===== config.mk =====
export PLATFORM = sky130hd
export DESIGN_NAME = sorted_list_engine_core_flat
export DESIGN_NICKNAME = d
export VERILOG_FILES = /design/src/design/sle_pkg.sv /design/src/design/sle_if.sv /design/src/design/sle_cell.sv /design/src/design/sorted_list_engine_core.sv /design/src/flat_wrapper.sv
export SDC_FILE = /design/constraint.sdc
export NUM_CORES = 2
export LEC_CHECK = 0
export BUFFER_PORTS_ARGS = -buffer_cell sky130_fd_sc_hd__buf_2
export CAP_MARGIN = 20
export CORE_ASPECT_RATIO = 1.4
export CORE_MARGIN = 5
export CORE_UTILIZATION = 32
export CTS_CLUSTER_SIZE = 40
export DETAILED_ROUTE_END_ITERATION = 10
export GPL_TIMING_DRIVEN = 1
export PLACE_DENSITY = 0.55
export SYNTH_ARGS = -nofsm -noshare
export SYNTH_HDL_FRONTEND = slang
export SYNTH_SLANG_ARGS = --single-unit

===== constraint.sdc =====
create_clock -name clk_i -period 7 [get_ports clk_i]
set_clock_uncertainty 0.15 [all_clocks]
set_input_delay 0.7 -clock clk_i [delete_from_list [all_inputs] [get_ports clk_i]]
set_output_delay 0.7 -clock clk_i [all_outputs]
set_load 0.005 [all_outputs]

===== src/design/sle_pkg.sv =====
// ----------------------------------------------------------------------------
// sle_pkg
// Shared types and constants for the sorted list engine: opcodes, status
// codes, the per-cell command set and the control bundle sent to the cells.
// ----------------------------------------------------------------------------
package sle_pkg;

  localparam int unsigned CAPACITY_DEF = 16;
  localparam int unsigned VAL_W        = 32;
  localparam int unsigned OP_W         = 3;
  localparam int unsigned STATUS_W     = 2;
  localparam int unsigned COUNT_W      = 5;

  typedef enum logic [OP_W-1:0] {
    OP_INSERT  = 3'd0,
    OP_REM_MIN = 3'd1,
    OP_REM_MAX = 3'd2,
    OP_REM_VAL = 3'd3,
    OP_SEARCH  = 3'd4
  } op_e;

  typedef enum logic [STATUS_W-1:0] {
    ST_OK       = 2'd0,
    ST_EMPTY    = 2'd1,
    ST_NOTFOUND = 2'd2,
    ST_FULL     = 2'd3
  } status_e;

  typedef enum logic [2:0] {
    CELL_HOLD,
    CELL_INSERT,
    CELL_SHIFT_DOWN,
    CELL_REMOVE_AT,
    CELL_DROP_TAIL
  } cell_op_e;

  typedef enum logic [1:0] {
    S_IDLE,
    S_COMPARE,
    S_UPDATE
  } state_e;

  typedef struct packed {
    logic     cmp_en;
    logic     upd_en;
    cell_op_e op;
  } ctrl_t;

endpackage


===== src/design/sle_if.sv =====
// ----------------------------------------------------------------------------
// sle_in_if / sle_out_if
// Valid/ready channels for requests into and results out of the engine.
// ----------------------------------------------------------------------------
interface sle_in_if;
  logic                        valid;
  logic                        ready;
  logic [2:0]                  opcode;
  logic signed [31:0]          value;

  modport source (output valid, output opcode, output value, input ready);
  modport sink   (input valid, input opcode, input value, output ready);
endinterface

interface sle_out_if;
  logic                        valid;
  logic                        ready;
  logic [1:0]                  status;
  logic                        found;
  logic signed [31:0]          value_out;
  logic [4:0]                  count;

  modport source (output valid, output status, output found, output value_out,
                  output count, input ready);
  modport sink   (input valid, input status, input found, input value_out,
                  input count, output ready);
endinterface


===== src/design/sle_cell.sv =====
// ----------------------------------------------------------------------------
// sle_cell
// One slot of the sorted list. Holds a value and a valid bit, compares its
// value against the request key, and on update keeps its value, takes the
// key, takes the value of its left or right neighbor, or clears its valid bit.
// ----------------------------------------------------------------------------
module sle_cell (
  input  logic                              clk_i,
  input  logic                              rst_ni,
  input  sle_pkg::ctrl_t                    ctrl_i,
  input  logic signed [sle_pkg::VAL_W-1:0]  key_i,
  input  logic signed [sle_pkg::VAL_W-1:0]  left_val_i,
  input  logic                              left_vld_i,
  input  logic                              left_lt_i,
  input  logic signed [sle_pkg::VAL_W-1:0]  right_val_i,
  input  logic                              right_vld_i,
  output logic signed [sle_pkg::VAL_W-1:0]  val_o,
  output logic                              vld_o,
  output logic                              lt_o,
  output logic                              hit_o
);
  import sle_pkg::*;

  logic signed [VAL_W-1:0] val_q, val_d;
  logic                    vld_q, vld_d;
  logic                    lt_q, eq_q;

  // Compare flags are registered in the compare state, ahead of the update.
  always_ff @(posedge clk_i) begin
    if (ctrl_i.cmp_en) begin
      lt_q <= vld_q && (val_q < key_i);
      eq_q <= vld_q && (val_q == key_i);
    end
  end

  always_comb begin
    val_d = val_q;
    vld_d = vld_q;
    if (ctrl_i.upd_en) begin
      case (ctrl_i.op)
        CELL_INSERT: begin
          // The list is sorted, so the first cell not below the key is
          // the one whose left neighbor is below it.
          if (!lt_q) begin
            if (left_lt_i) begin
              val_d = key_i;
              vld_d = 1'b1;
            end else begin
              val_d = left_val_i;
              vld_d = left_vld_i;
            end
          end
        end
        CELL_SHIFT_DOWN: begin
          val_d = right_val_i;
          vld_d = right_vld_i;
        end
        CELL_REMOVE_AT: begin
          if (!lt_q) begin
            val_d = right_val_i;
            vld_d = right_vld_i;
          end
        end
        CELL_DROP_TAIL: begin
          if (vld_q && !right_vld_i) begin
            vld_d = 1'b0;
          end
        end
        default: begin
        end
      endcase
    end
  end

  always_ff @(posedge clk_i or negedge rst_ni) begin
    if (!rst_ni) begin
      vld_q <= 1'b0;
    end else begin
      vld_q <= vld_d;
    end
  end

  always_ff @(posedge clk_i) begin
    val_q <= val_d;
  end

  assign val_o = val_q;
  assign vld_o = vld_q;
  assign lt_o  = lt_q;
  assign hit_o = eq_q && !lt_q && left_lt_i;

endmodule


===== src/design/sorted_list_engine_core.sv =====
// ----------------------------------------------------------------------------
// sorted_list_engine_core
// Bounded ascending list of signed values built as a row of cells.
// ----------------------------------------------------------------------------
// Each request passes through the idle state, in which it is accepted,
// a compare state, in which every cell compares its entry against the
// request value and registers the result, and an update state, in which
// the whole row shifts or loads in parallel and the result is written to
// the output register. A new request is accepted only back in idle after
// the update, so requests do not overlap; the update waits while the
// output register still holds a result that has not been taken.
// ----------------------------------------------------------------------------
module sorted_list_engine_core #(
  parameter int unsigned CAPACITY = sle_pkg::CAPACITY_DEF
) (
  input  logic         clk_i,
  input  logic         rst_ni,
  sle_in_if.sink       req_i,
  sle_out_if.source    rsp_o
);
  import sle_pkg::*;

  localparam int unsigned CNT_W = $clog2(CAPACITY + 1);

  state_e                  state_q, state_d;
  op_e                     op_q;
  logic signed [VAL_W-1:0] key_q;
  logic [CNT_W-1:0]        count_q, count_d;
  ctrl_t                   ctrl;

  logic signed [VAL_W-1:0] cell_val [CAPACITY];
  logic [CAPACITY-1:0]     cell_vld;
  logic [CAPACITY-1:0]     cell_lt;
  logic [CAPACITY-1:0]     cell_hit;
  logic [CAPACITY-1:0]     vld_right;
  logic [CAPACITY-1:0]     tail_sel;
  logic signed [VAL_W-1:0] tail_val;
  logic                    any_hit;

  logic                    rsp_valid_q;
  status_e                 rsp_status_q, res_status;
  logic                    rsp_found_q, res_found;
  logic signed [VAL_W-1:0] rsp_value_q, res_value;
  logic [COUNT_W-1:0]      rsp_count_q;
  logic                    load;
  logic                    empty, full;

  // Row of cells.
  for (genvar k = 0; k < CAPACITY; k++) begin : g_cell
    logic signed [VAL_W-1:0] left_val, right_val;
    logic                    left_vld, left_lt, right_vld;
    if (k == 0) begin : g_first
      assign left_val = '0;
      assign left_vld = 1'b0;
      assign left_lt  = 1'b1;
    end else begin : g_mid
      assign left_val = cell_val[k-1];
      assign left_vld = cell_vld[k-1];
      assign left_lt  = cell_lt[k-1];
    end
    if (k == CAPACITY - 1) begin : g_last
      assign right_val = '0;
      assign right_vld = 1'b0;
    end else begin : g_inner
      assign right_val = cell_val[k+1];
      assign right_vld = cell_vld[k+1];
    end
    sle_cell u_cell (
      .clk_i      (clk_i),
      .rst_ni     (rst_ni),
      .ctrl_i     (ctrl),
      .key_i      (key_q),
      .left_val_i (left_val),
      .left_vld_i (left_vld),
      .left_lt_i  (left_lt),
      .right_val_i(right_val),
      .right_vld_i(right_vld),
      .val_o      (cell_val[k]),
      .vld_o      (cell_vld[k]),
      .lt_o       (cell_lt[k]),
      .hit_o      (cell_hit[k])
    );
  end

  // The largest entry sits in the last valid cell.
  assign vld_right = {1'b0, cell_vld[CAPACITY-1:1]};
  assign tail_sel  = cell_vld & ~vld_right;
  assign any_hit   = |cell_hit;

  always_comb begin
    tail_val = '0;
    for (int k = 0; k < CAPACITY; k++) begin
      tail_val = tail_val | (cell_val[k] & {VAL_W{tail_sel[k]}});
    end
  end

  assign empty = (count_q == '0);
  assign full  = (count_q == CNT_W'(CAPACITY));

  always_comb begin
    state_d     = state_q;
    ctrl.cmp_en = 1'b0;
    ctrl.upd_en = 1'b0;
    ctrl.op     = CELL_HOLD;
    load        = 1'b0;
    count_d     = count_q;
    res_status  = ST_OK;
    res_found   = 1'b0;
    res_value   = '0;
    req_i.ready = 1'b0;

    case (state_q)
      S_IDLE: begin
        req_i.ready = 1'b1;
        if (req_i.valid) begin
          state_d = S_COMPARE;
        end
      end
      S_COMPARE: begin
        ctrl.cmp_en = 1'b1;
        state_d     = S_UPDATE;
      end
      S_UPDATE: begin
        if (!rsp_valid_q || rsp_o.ready) begin
          load        = 1'b1;
          ctrl.upd_en = 1'b1;
          state_d     = S_IDLE;
          case (op_q)
            OP_INSERT: begin
              if (full) begin
                res_status = ST_FULL;
              end else begin
                ctrl.op = CELL_INSERT;
                count_d = count_q + CNT_W'(1);
              end
            end
            OP_REM_MIN: begin
              if (empty) begin
                res_status = ST_EMPTY;
              end else begin
                ctrl.op   = CELL_SHIFT_DOWN;
                res_found = 1'b1;
                res_value = cell_val[0];
                count_d   = count_q - CNT_W'(1);
              end
            end
            OP_REM_MAX: begin
              if (empty) begin
                res_status = ST_EMPTY;
              end else begin
                ctrl.op   = CELL_DROP_TAIL;
                res_found = 1'b1;
                res_value = tail_val;
                count_d   = count_q - CNT_W'(1);
              end
            end
            OP_REM_VAL, OP_SEARCH: begin
              if (empty) begin
                res_status = ST_EMPTY;
              end else if (!any_hit) begin
                res_status = ST_NOTFOUND;
              end else begin
                res_found = 1'b1;
                res_value = key_q;
                if (op_q == OP_REM_VAL) begin
                  ctrl.op = CELL_REMOVE_AT;
                  count_d = count_q - CNT_W'(1);
                end
              end
            end
            default: begin
            end
          endcase
        end
      end
      default: begin
        state_d = S_IDLE;
      end
    endcase
  end

  always_ff @(posedge clk_i or negedge rst_ni) begin
    if (!rst_ni) begin
      state_q     <= S_IDLE;
      count_q     <= '0;
      rsp_valid_q <= 1'b0;
    end else begin
      state_q <= state_d;
      count_q <= count_d;
      if (load) begin
        rsp_valid_q <= 1'b1;
      end else if (rsp_o.ready) begin
        rsp_valid_q <= 1'b0;
      end
    end
  end

  always_ff @(posedge clk_i) begin
    if (req_i.valid && req_i.ready) begin
      op_q  <= op_e'(req_i.opcode);
      key_q <= req_i.value;
    end
    if (load) begin
      rsp_status_q <= res_status;
      rsp_found_q  <= res_found;
      rsp_value_q  <= res_value;
      rsp_count_q  <= COUNT_W'(count_d);
    end
  end

  assign rsp_o.valid     = rsp_valid_q;
  assign rsp_o.status    = rsp_status_q;
  assign rsp_o.found     = rsp_found_q;
  assign rsp_o.value_out = rsp_value_q;
  assign rsp_o.count     = rsp_count_q;

  // The number of occupied cells always matches the entry count.
  assert property (@(posedge clk_i) disable iff (!rst_ni)
    $countones(cell_vld) == count_q)
    else $error("occupied cells disagree with entry count");

  // Occupied cells form at most one contiguous run.
  assert property (@(posedge clk_i) disable iff (!rst_ni)
    $onehot0(tail_sel))
    else $error("occupied cells are not contiguous");

  // At most one cell can be the first match of the key.
  assert property (@(posedge clk_i) disable iff (!rst_ni)
    state_q == S_UPDATE |-> $onehot0(cell_hit))
    else $error("more than one first-match cell");

  // A result appears only out of the update cycle.
  assert property (@(posedge clk_i) disable iff (!rst_ni)
    $rose(rsp_valid_q) |-> $past(state_q) == S_UPDATE)
    else $error("result produced outside the update cycle");

endmodule

===== src/flat_wrapper.sv =====
// flat-port wrapper written by rule: the top's interface ports become plain ports
module sorted_list_engine_core_flat import sle_pkg::*;
#(
  parameter int unsigned CAPACITY = sle_pkg::CAPACITY_DEF
)
  (clk_i, rst_ni, req_i_valid, req_i_opcode, req_i_value, req_i_ready, rsp_o_valid, rsp_o_status, rsp_o_found, rsp_o_value_out, rsp_o_count, rsp_o_ready);
  sle_in_if req_i_i ();
  sle_out_if rsp_o_i ();
  input  logic clk_i;
  input  logic rst_ni;
  input wire logic [$bits(req_i_i.valid)-1:0] req_i_valid;
  input wire logic [$bits(req_i_i.opcode)-1:0] req_i_opcode;
  input wire logic [$bits(req_i_i.value)-1:0] req_i_value;
  output wire logic [$bits(req_i_i.ready)-1:0] req_i_ready;
  output wire logic [$bits(rsp_o_i.valid)-1:0] rsp_o_valid;
  output wire logic [$bits(rsp_o_i.status)-1:0] rsp_o_status;
  output wire logic [$bits(rsp_o_i.found)-1:0] rsp_o_found;
  output wire logic [$bits(rsp_o_i.value_out)-1:0] rsp_o_value_out;
  output wire logic [$bits(rsp_o_i.count)-1:0] rsp_o_count;
  input wire logic [$bits(rsp_o_i.ready)-1:0] rsp_o_ready;
  assign req_i_i.valid = req_i_valid;
  assign req_i_i.opcode = req_i_opcode;
  assign req_i_i.value = req_i_value;
  assign req_i_ready = req_i_i.ready;
  assign rsp_o_valid = rsp_o_i.valid;
  assign rsp_o_status = rsp_o_i.status;
  assign rsp_o_found = rsp_o_i.found;
  assign rsp_o_value_out = rsp_o_i.value_out;
  assign rsp_o_count = rsp_o_i.count;
  assign rsp_o_i.ready = rsp_o_ready;
  sorted_list_engine_core #(.CAPACITY(CAPACITY)) u_core (.clk_i(clk_i), .rst_ni(rst_ni), .req_i(req_i_i), .rsp_o(rsp_o_i));
endmodule

Word level (Yosys, flattened, before mapping)
Cells that the tools add are included.
{"block": "op_classes", "reduce_logical": 157, "bitwise_logic": 33, "multipliers": 0, "muxes": 181, "n_addsub": 2, "n_lt_le_gt_ge": 16, "eq_ne": 76, "div_mod_pow": 0, "n_shift": 0}
{"operator": "32-bit 2-to-1 mux", "n": 51}
{"operator": "32-bit case mux with 3 select lines", "n": 17}
{"operator": "32-bit bitwise AND", "n": 16}
{"operator": "32-bit equality test", "n": 16}
{"operator": "32-bit less-than comparator", "n": 16}
{"operator": "32-bit OR", "n": 15}
{"operator": "2-bit inequality test, second input constant", "n": 48}
{"operator": "1-bit logical AND", "n": 79}
{"operator": "5-bit AND reduction", "n": 15}
{"operator": "1-bit 2-to-1 mux", "n": 73}
{"operator": "4-bit AND reduction", "n": 17}
{"operator": "1-bit case mux with 4 select lines", "n": 15}
{"operator": "5-bit 2-to-1 mux", "n": 7}
{"operator": "1-bit logical NOT", "n": 32}
{"operator": "16-bit bitwise AND", "n": 1}
{"operator": "15-bit inverter with 16-bit output", "n": 1}
{"operator": "16-bit OR reduction", "n": 1}
{"operator": "5-bit case mux with 3 select lines", "n": 1}
{"operator": "2-bit 2-to-1 mux", "n": 7}
{"operator": "3-bit by 2-bit equality test with 1-bit output, second input constant", "n": 4}
{"operator": "2-bit case mux with 3 select lines", "n": 2}
{"operator": "3-bit case mux with 4 select lines", "n": 1}
{"operator": "3-bit 2-to-1 mux", "n": 3}
{"operator": "4-bit 2-to-1 mux", "n": 2}
{"operator": "other kinds (19)", "n": 25}
{"block": "word_totals", "out_inout_bits": 42, "mem_count": 0, "latchBits": 0, "mem_bits_ro": 0, "ram_bits": 0, "register_bits": 643}

Longest topological paths before layout
{"block": "logic_depth", "ltp_word": 20, "ltp_mapped": 12, "depth_no_buf": 9}

Cells and area by module
From an unflattened synthesis, not the netlist that was laid out.
{"block": "unflattened", "cells_unflattened": 5053, "hier_area_um2": 48903.2}
{"module": "sle_cell", "area_each_um2": 2640.0, "instances": 16, "cells_each": 272}
{"module": "sorted_list_engine_core", "area_each_um2": 6662.6, "instances": 1, "cells_each": 701}

Least setup slack after synthesis
No wires, ideal clock.
{"block": "synth_path", "path_type": "in2reg", "from": "input port rsp_o_ready", "to": "register u_core.g_cell[11].u_cell.val_q[0] (enable)", "path_slack_ns": 1.486, "cell_stages": 9, "setup_ns": 0.477, "n_path_buf": 3, "t_arrival_ns": 4.887, "cell_sequence": "nand2b_1 nand2b_1 buf_2 inv_2 and2_1 clkbuf_1 nand2_1 buf_2 a221oi_1"}
{"block": "synth_via", "elab_chain_len": 6, "elab_cells_between_ends": 10}
{"element": "start: declaration", "line": "flat_wrapper.sv:20", "source": "input wire logic [$bits(rsp_o_i.ready)-1:0] rsp_o_ready;"}
{"element": "1-bit logical OR *", "line": "sorted_list_engine_core.sv:124", "source": "if (!rsp_valid_q || rsp_o.ready) begin"}
{"element": "4-bit 2-to-1 mux *", "line": "sorted_list_engine_core.sv:124"}
{"element": "4-bit 2-to-1 mux *", "line": "sorted_list_engine_core.sv:112", "source": "case (state_q)"}
{"element": "3-bit by 1-bit equality test with 1-bit output / 3-bit by 2-bit equality test with 1-bit output (equally long branches)", "line": "sle_cell.sv:40", "source": "case (ctrl_i.op)"}
{"element": "2-bit inequality test (no source line) / 3-bit nonzero test (equally long branches)"}
{"element": "4-bit AND reduction (no source line) *"}
{"element": "end signal: assignment", "line": "sle_cell.sv:84", "source": "val_q <= val_d;"}
{"element": "end: declaration", "line": "sle_cell.sv:24", "source": "logic signed [VAL_W-1:0] val_q, val_d;"}
Every way passes the cells marked *; elsewhere a longest branch is shown, timed or not.
A chain may end at the register's enable or synchronous reset.

Worst setup path after layout
{"block": "layout_path", "from": "register u_core.key_q[31]", "to": "register u_core.g_cell[6].u_cell.lt_q (data pin)"}
{"block": "layout_via", "elab_chain_len": 2}
{"element": "start: declaration", "line": "sorted_list_engine_core.sv:27", "source": "logic signed [VAL_W-1:0] key_q;"}
{"element": "start signal: assignment", "line": "sorted_list_engine_core.sv:201", "source": "key_q <= req_i.value;"}
{"element": "32-bit less-than comparator", "line": "sle_cell.sv:31", "source": "lt_q <= vld_q && (val_q < key_i);"}
{"element": "1-bit logical AND", "line": "sle_cell.sv:31"}
{"element": "end signal: assignment", "line": "sle_cell.sv:31"}
{"element": "end: declaration", "line": "sle_cell.sv:26", "source": "logic lt_q, eq_q;"}
Every way passes these cells.

==> impl_metrics.csv <==
group,metric,value,unit
outcome,status,"finished with violations",
outcome,violations,"design-rule violations",
drt,drc_errors,5,
drt,firstDrtPassIters,11,
final_layout,multiInputGateArea,0.02525,mm2
synth,ys.flop_type,"edfxtp_1",
setup_path,reg2reg_from,"u_core.key_q[31]$_DFFE_PP_",
power,leakage,19.07,nW
synth,synth_top_area_share,40.64,%
timing,tns,0,ps
timing,period_share,68.23,%
setup_path,r2r_slack,2220,ps
hold_path,min_path_cells,1,
global_routing,grt_pass1_vias,38250,
floorplanning,coreArea,0.1424,mm2
setup_path,path_class,"register to register",
placed_design,io_buffers,80,
hold_path,min-delay-start,"req_i_value[18]",
global_routing,grt_pass1_wl,303500,um
cts,postCtsSetupBuffers,0,
final_layout,register_area,0.01919,mm2
cts,cts_root_buf,"clkbuf_16",
global_routing,grt_max_degree,217,
global_routing,antenna_found_initial,10,
drt,wire_per_inst,34.89,um
drt,first_iter_violations,5710,
synth,yosys_warnings,0,
synth,synth_seq_area_share,41.96,%
setup_path,critical_path.reg2reg.endpoint,"u_core.g_cell[6].u_cell.lt_o$_DFFE_PN_",
timing,report.final.hold_viol_count,0,
timing,max_slew_margin,11.58,%
floorplanning,fp.dieW,329.5,um
cts,numCtsBuffers,75,
floorplanning,io_pins,81,
setup_path,cp-start-kind,"register",
synth,synth_fa_ha_area_share,14.06,%
drt,dr_total_vias,40790,
floorplanning,fp.dieH,457.3,um
cts,clock_path_buffers,3,
synth,ys_ff_latch,643,
global_routing,gr-usage-met3,5.491,%
global_routing,grt.total_usage,28.29,%
final_layout,drive_above_1_share,8.890,%
floorplanning,initial_core_util,32.12,%
global_routing,met2_usage,44.29,%
cts,clock_latency,730,ps
run,drv_cap,0,
synth,synth_edf_count,619,
synth,synth-simple-area-share,10.78,%
drt,vias_per_cell,6.413,
drt,routed_wl,222000,um
cts,cts_sinks,643,
timing,setup_violations,0,
timing,tightest_slew,1326,ps
synth,async_reset_ff_share,3.733,%
placed_design,dp.cells,6215,
setup_path,critPathCaptureType,"register",
power,ir_drop,0.0002056,V
setup_path,critPathMaxFanout,17,
synth,synth_area_leaders,"edfxtp_1, ha_1, mux2i_1",
cts,cts_tree,"done",
final_layout,final_cell_count_no_fill,6361,
final_layout,area_growth,11.63,%
setup_path,reg2reg_depth,9,
timing,rsz0062_at_grt,"false",
synth,postSynthCellCount,4437,
timing,slew_viol_final,0,
synth,synth_nets,4990,
setup_path,cp.arrival,5100,ps
synth,ys_types,72,
synth,synth_xor_xnor_area_share,0.05745,%
hold_path,holdPathEnd,"u_core.key_q[18]$_DFFE_PP_",
synth,synth_top_family_by_area,"compound AO/OA/AOI/OAI gates",
global_routing,busiest_layer,"met2",
final_layout,final_nets,4940,
synth,syn-cell-area,0.04574,mm2
final_layout,n_fill_cell,14190,
cts,cts_htree_levels,3,
synth,yosysTopAreaCell,"edfxtp_1",
placed_design,gp_congestion,1.024,
global_routing,overflow,0,
synth,synth_compound_gate_area_share,18.13,%
placed_design,hpwl,152500,um
timing,period_needed,4776,ps
cts,clk_pin_slew,80,ps
hold_path,hold_class,"input pin to register",
drt,ant_nets,0,
synth,syn_avg_cell_area,10.31,um2
timing,max_freq,0.2094,GHz
floorplanning,dieArea,0.1507,mm2
setup_path,required,7320,ps
global_routing,gr-usage-met1,32.88,%
floorplanning,num_rows,164,
synth,synthMuxAreaShare,11.25,%
power,powerDensity,290.7,mW/mm2
==> metal layers <==
metal	routed length (um)	up-vias	part of all wire [%]
met3	20700	1062	9.3
met2	98040	2954	44
met5	34	-	0.015
li1	-	17040	-
met4	24650	6	11
met1	78550	19730	35
==> power breakdown <==
| part | internal (mW) | total (mW) | switching, mW |
|---|---|---|---|
| sequential | 4.68 | 5.12 | 0.448 |
| combinational | 1.87 | 5.55 | 3.68 |
| clock | 2.35 | 4.16 | 1.81 |
==> worst max path at each step <==
stage / startpoint / end / slack (ps) / cells past startpoint
after global routing: u_core.key_q[31]$_DFFE_PP_ / u_core.g_cell[6].u_cell.lt_o$_DFFE_PN_ / 2040 / 9
after detailed placement: rsp_o_ready / u_core.g_cell[5].u_cell.val_o[13]$_DFFE_PP_ / 2320 / 9
after global placement: rsp_o_ready / u_core.g_cell[5].u_cell.val_o[13]$_DFFE_PP_ / 2340 / 9
final: u_core.key_q[31]$_DFFE_PP_ / u_core.g_cell[6].u_cell.lt_o$_DFFE_PN_ / 2220 / 9
after floorplan: rsp_o_ready / u_core.g_cell[11].u_cell.val_o[0]$_DFFE_PP_ / 1490 / 9
after CTS: u_core.key_q[31]$_DFFE_PP_ / u_core.g_cell[6].u_cell.lt_o$_DFFE_PN_ / 2280 / 9
==> kinds of logic (layout without fill, tap and decap cells) <==
group                    after synthesis  in the layout
flip-flops                           643            643
multiplexers                         509            509
XOR/XNOR                               3              3
AO/OA/AOI/OAI                       1280           1280
buffers and inverters                396            402
AND/OR/NAND/NOR                     1092           1092
adder cells (fa/ha/maj)              514            514
other                                  0              9
==> flip-flops by register name, indices dropped and copies added (netlist names) <==
signal,flops
u_core.state_q,2
u_core.rsp_o.count,5
u_core.g_cell.u_cell.lt_o,16
u_core.count_q,5
u_core.op_q,3
u_core.g_cell.u_cell.vld_o,16
u_core.rsp_o.status,2
u_core.rsp_o.found,1
u_core.g_cell.u_cell.eq_q,16
u_core.rsp_o.valid,1
u_core.rsp_o.value_out,32
u_core.g_cell.u_cell.val_o,512
u_core.key_q,32
==> critical path: stages, from the launching register on <==
cell      delay [ps]
edfxtp_1         720
inv_1            520
ha_1             660
nand2_1           80
nor3_1           560
nand3_1          450
or4_1            660
a311oi_1         390
o41ai_1          110
and3_1           200
==> placed cells by master, fill, tap and decap left out, types with 24 or more instances in the layout <==
cell       instances
nand3_1           35
nand2_1          575
a21o_1            71
a222oi_1          32
inv_1             60
a21oi_1          161
clkbuf_16         79
buf_2             80
nor3_1            24
nand2b_1          29
a211oi_1          29
ha_1             514
edfxtp_1         619
o21ai_1          173
nand4_1          126
a221oi_1         139
buf_4            115
mux2i_1          492
o21ai_0          412
a22o_1           128
nor2_1           180
nor2b_1           26
==> through the flow <==
stage	utilization [%]	hold slack [ps]	cell area (um2)	power, mW	setup slack, ps
4_1_cts	35.83	0.03009	51020	14.63	2276
3_3_place_gp	34.02	365.3	48450	10.47	2337
6_report	35.85	9.522	51050	14.84	2224
2_1_floorplan	-	254.4	45740	8.253	1486
3_5_place_dp	34.08	368.1	48540	10.50	2316
5_1_grt	35.84	16.63	51040	15.20	2044
==> Yosys cell counts (32+ instances only) <==
| cell type | count |
|---|---|
| mux2i_1 | 492 |
| nand4_1 | 126 |
| nand2_1 | 576 |
| nor2_1 | 183 |
| nor2b_1 | 41 |
| a22o_1 | 128 |
| nand3_1 | 35 |
| o21ai_1 | 174 |
| edfxtp_1 | 619 |
| buf_2 | 47 |
| o21ai_0 | 412 |
| clkbuf_1 | 242 |
| a21oi_1 | 161 |
| inv_1 | 60 |
| ha_1 | 514 |
| a221oi_1 | 153 |
| a21o_1 | 71 |
| buf_4 | 35 |
| a222oi_1 | 32 |
==> cell type report <==
cell class	count	share of cell area, %
multi-input cells	3398	49.46
clock buffers	91	3.960
well taps	1909	4.678
repair buffers	208	2.970
inverters	61	0.4485
diodes	9	0.04411
flip-flops and latches	643	37.59
clock inverters	42	0.8529
==> repair_timing <==
action,4_1_cts,5_1_grt
hold buffers,3,0
endpoints found under the setup margin,0,0
endpoints found under the hold margin,26,0
resized for setup,0,0
No activity file was read; power rests on OpenSTA's default activity.
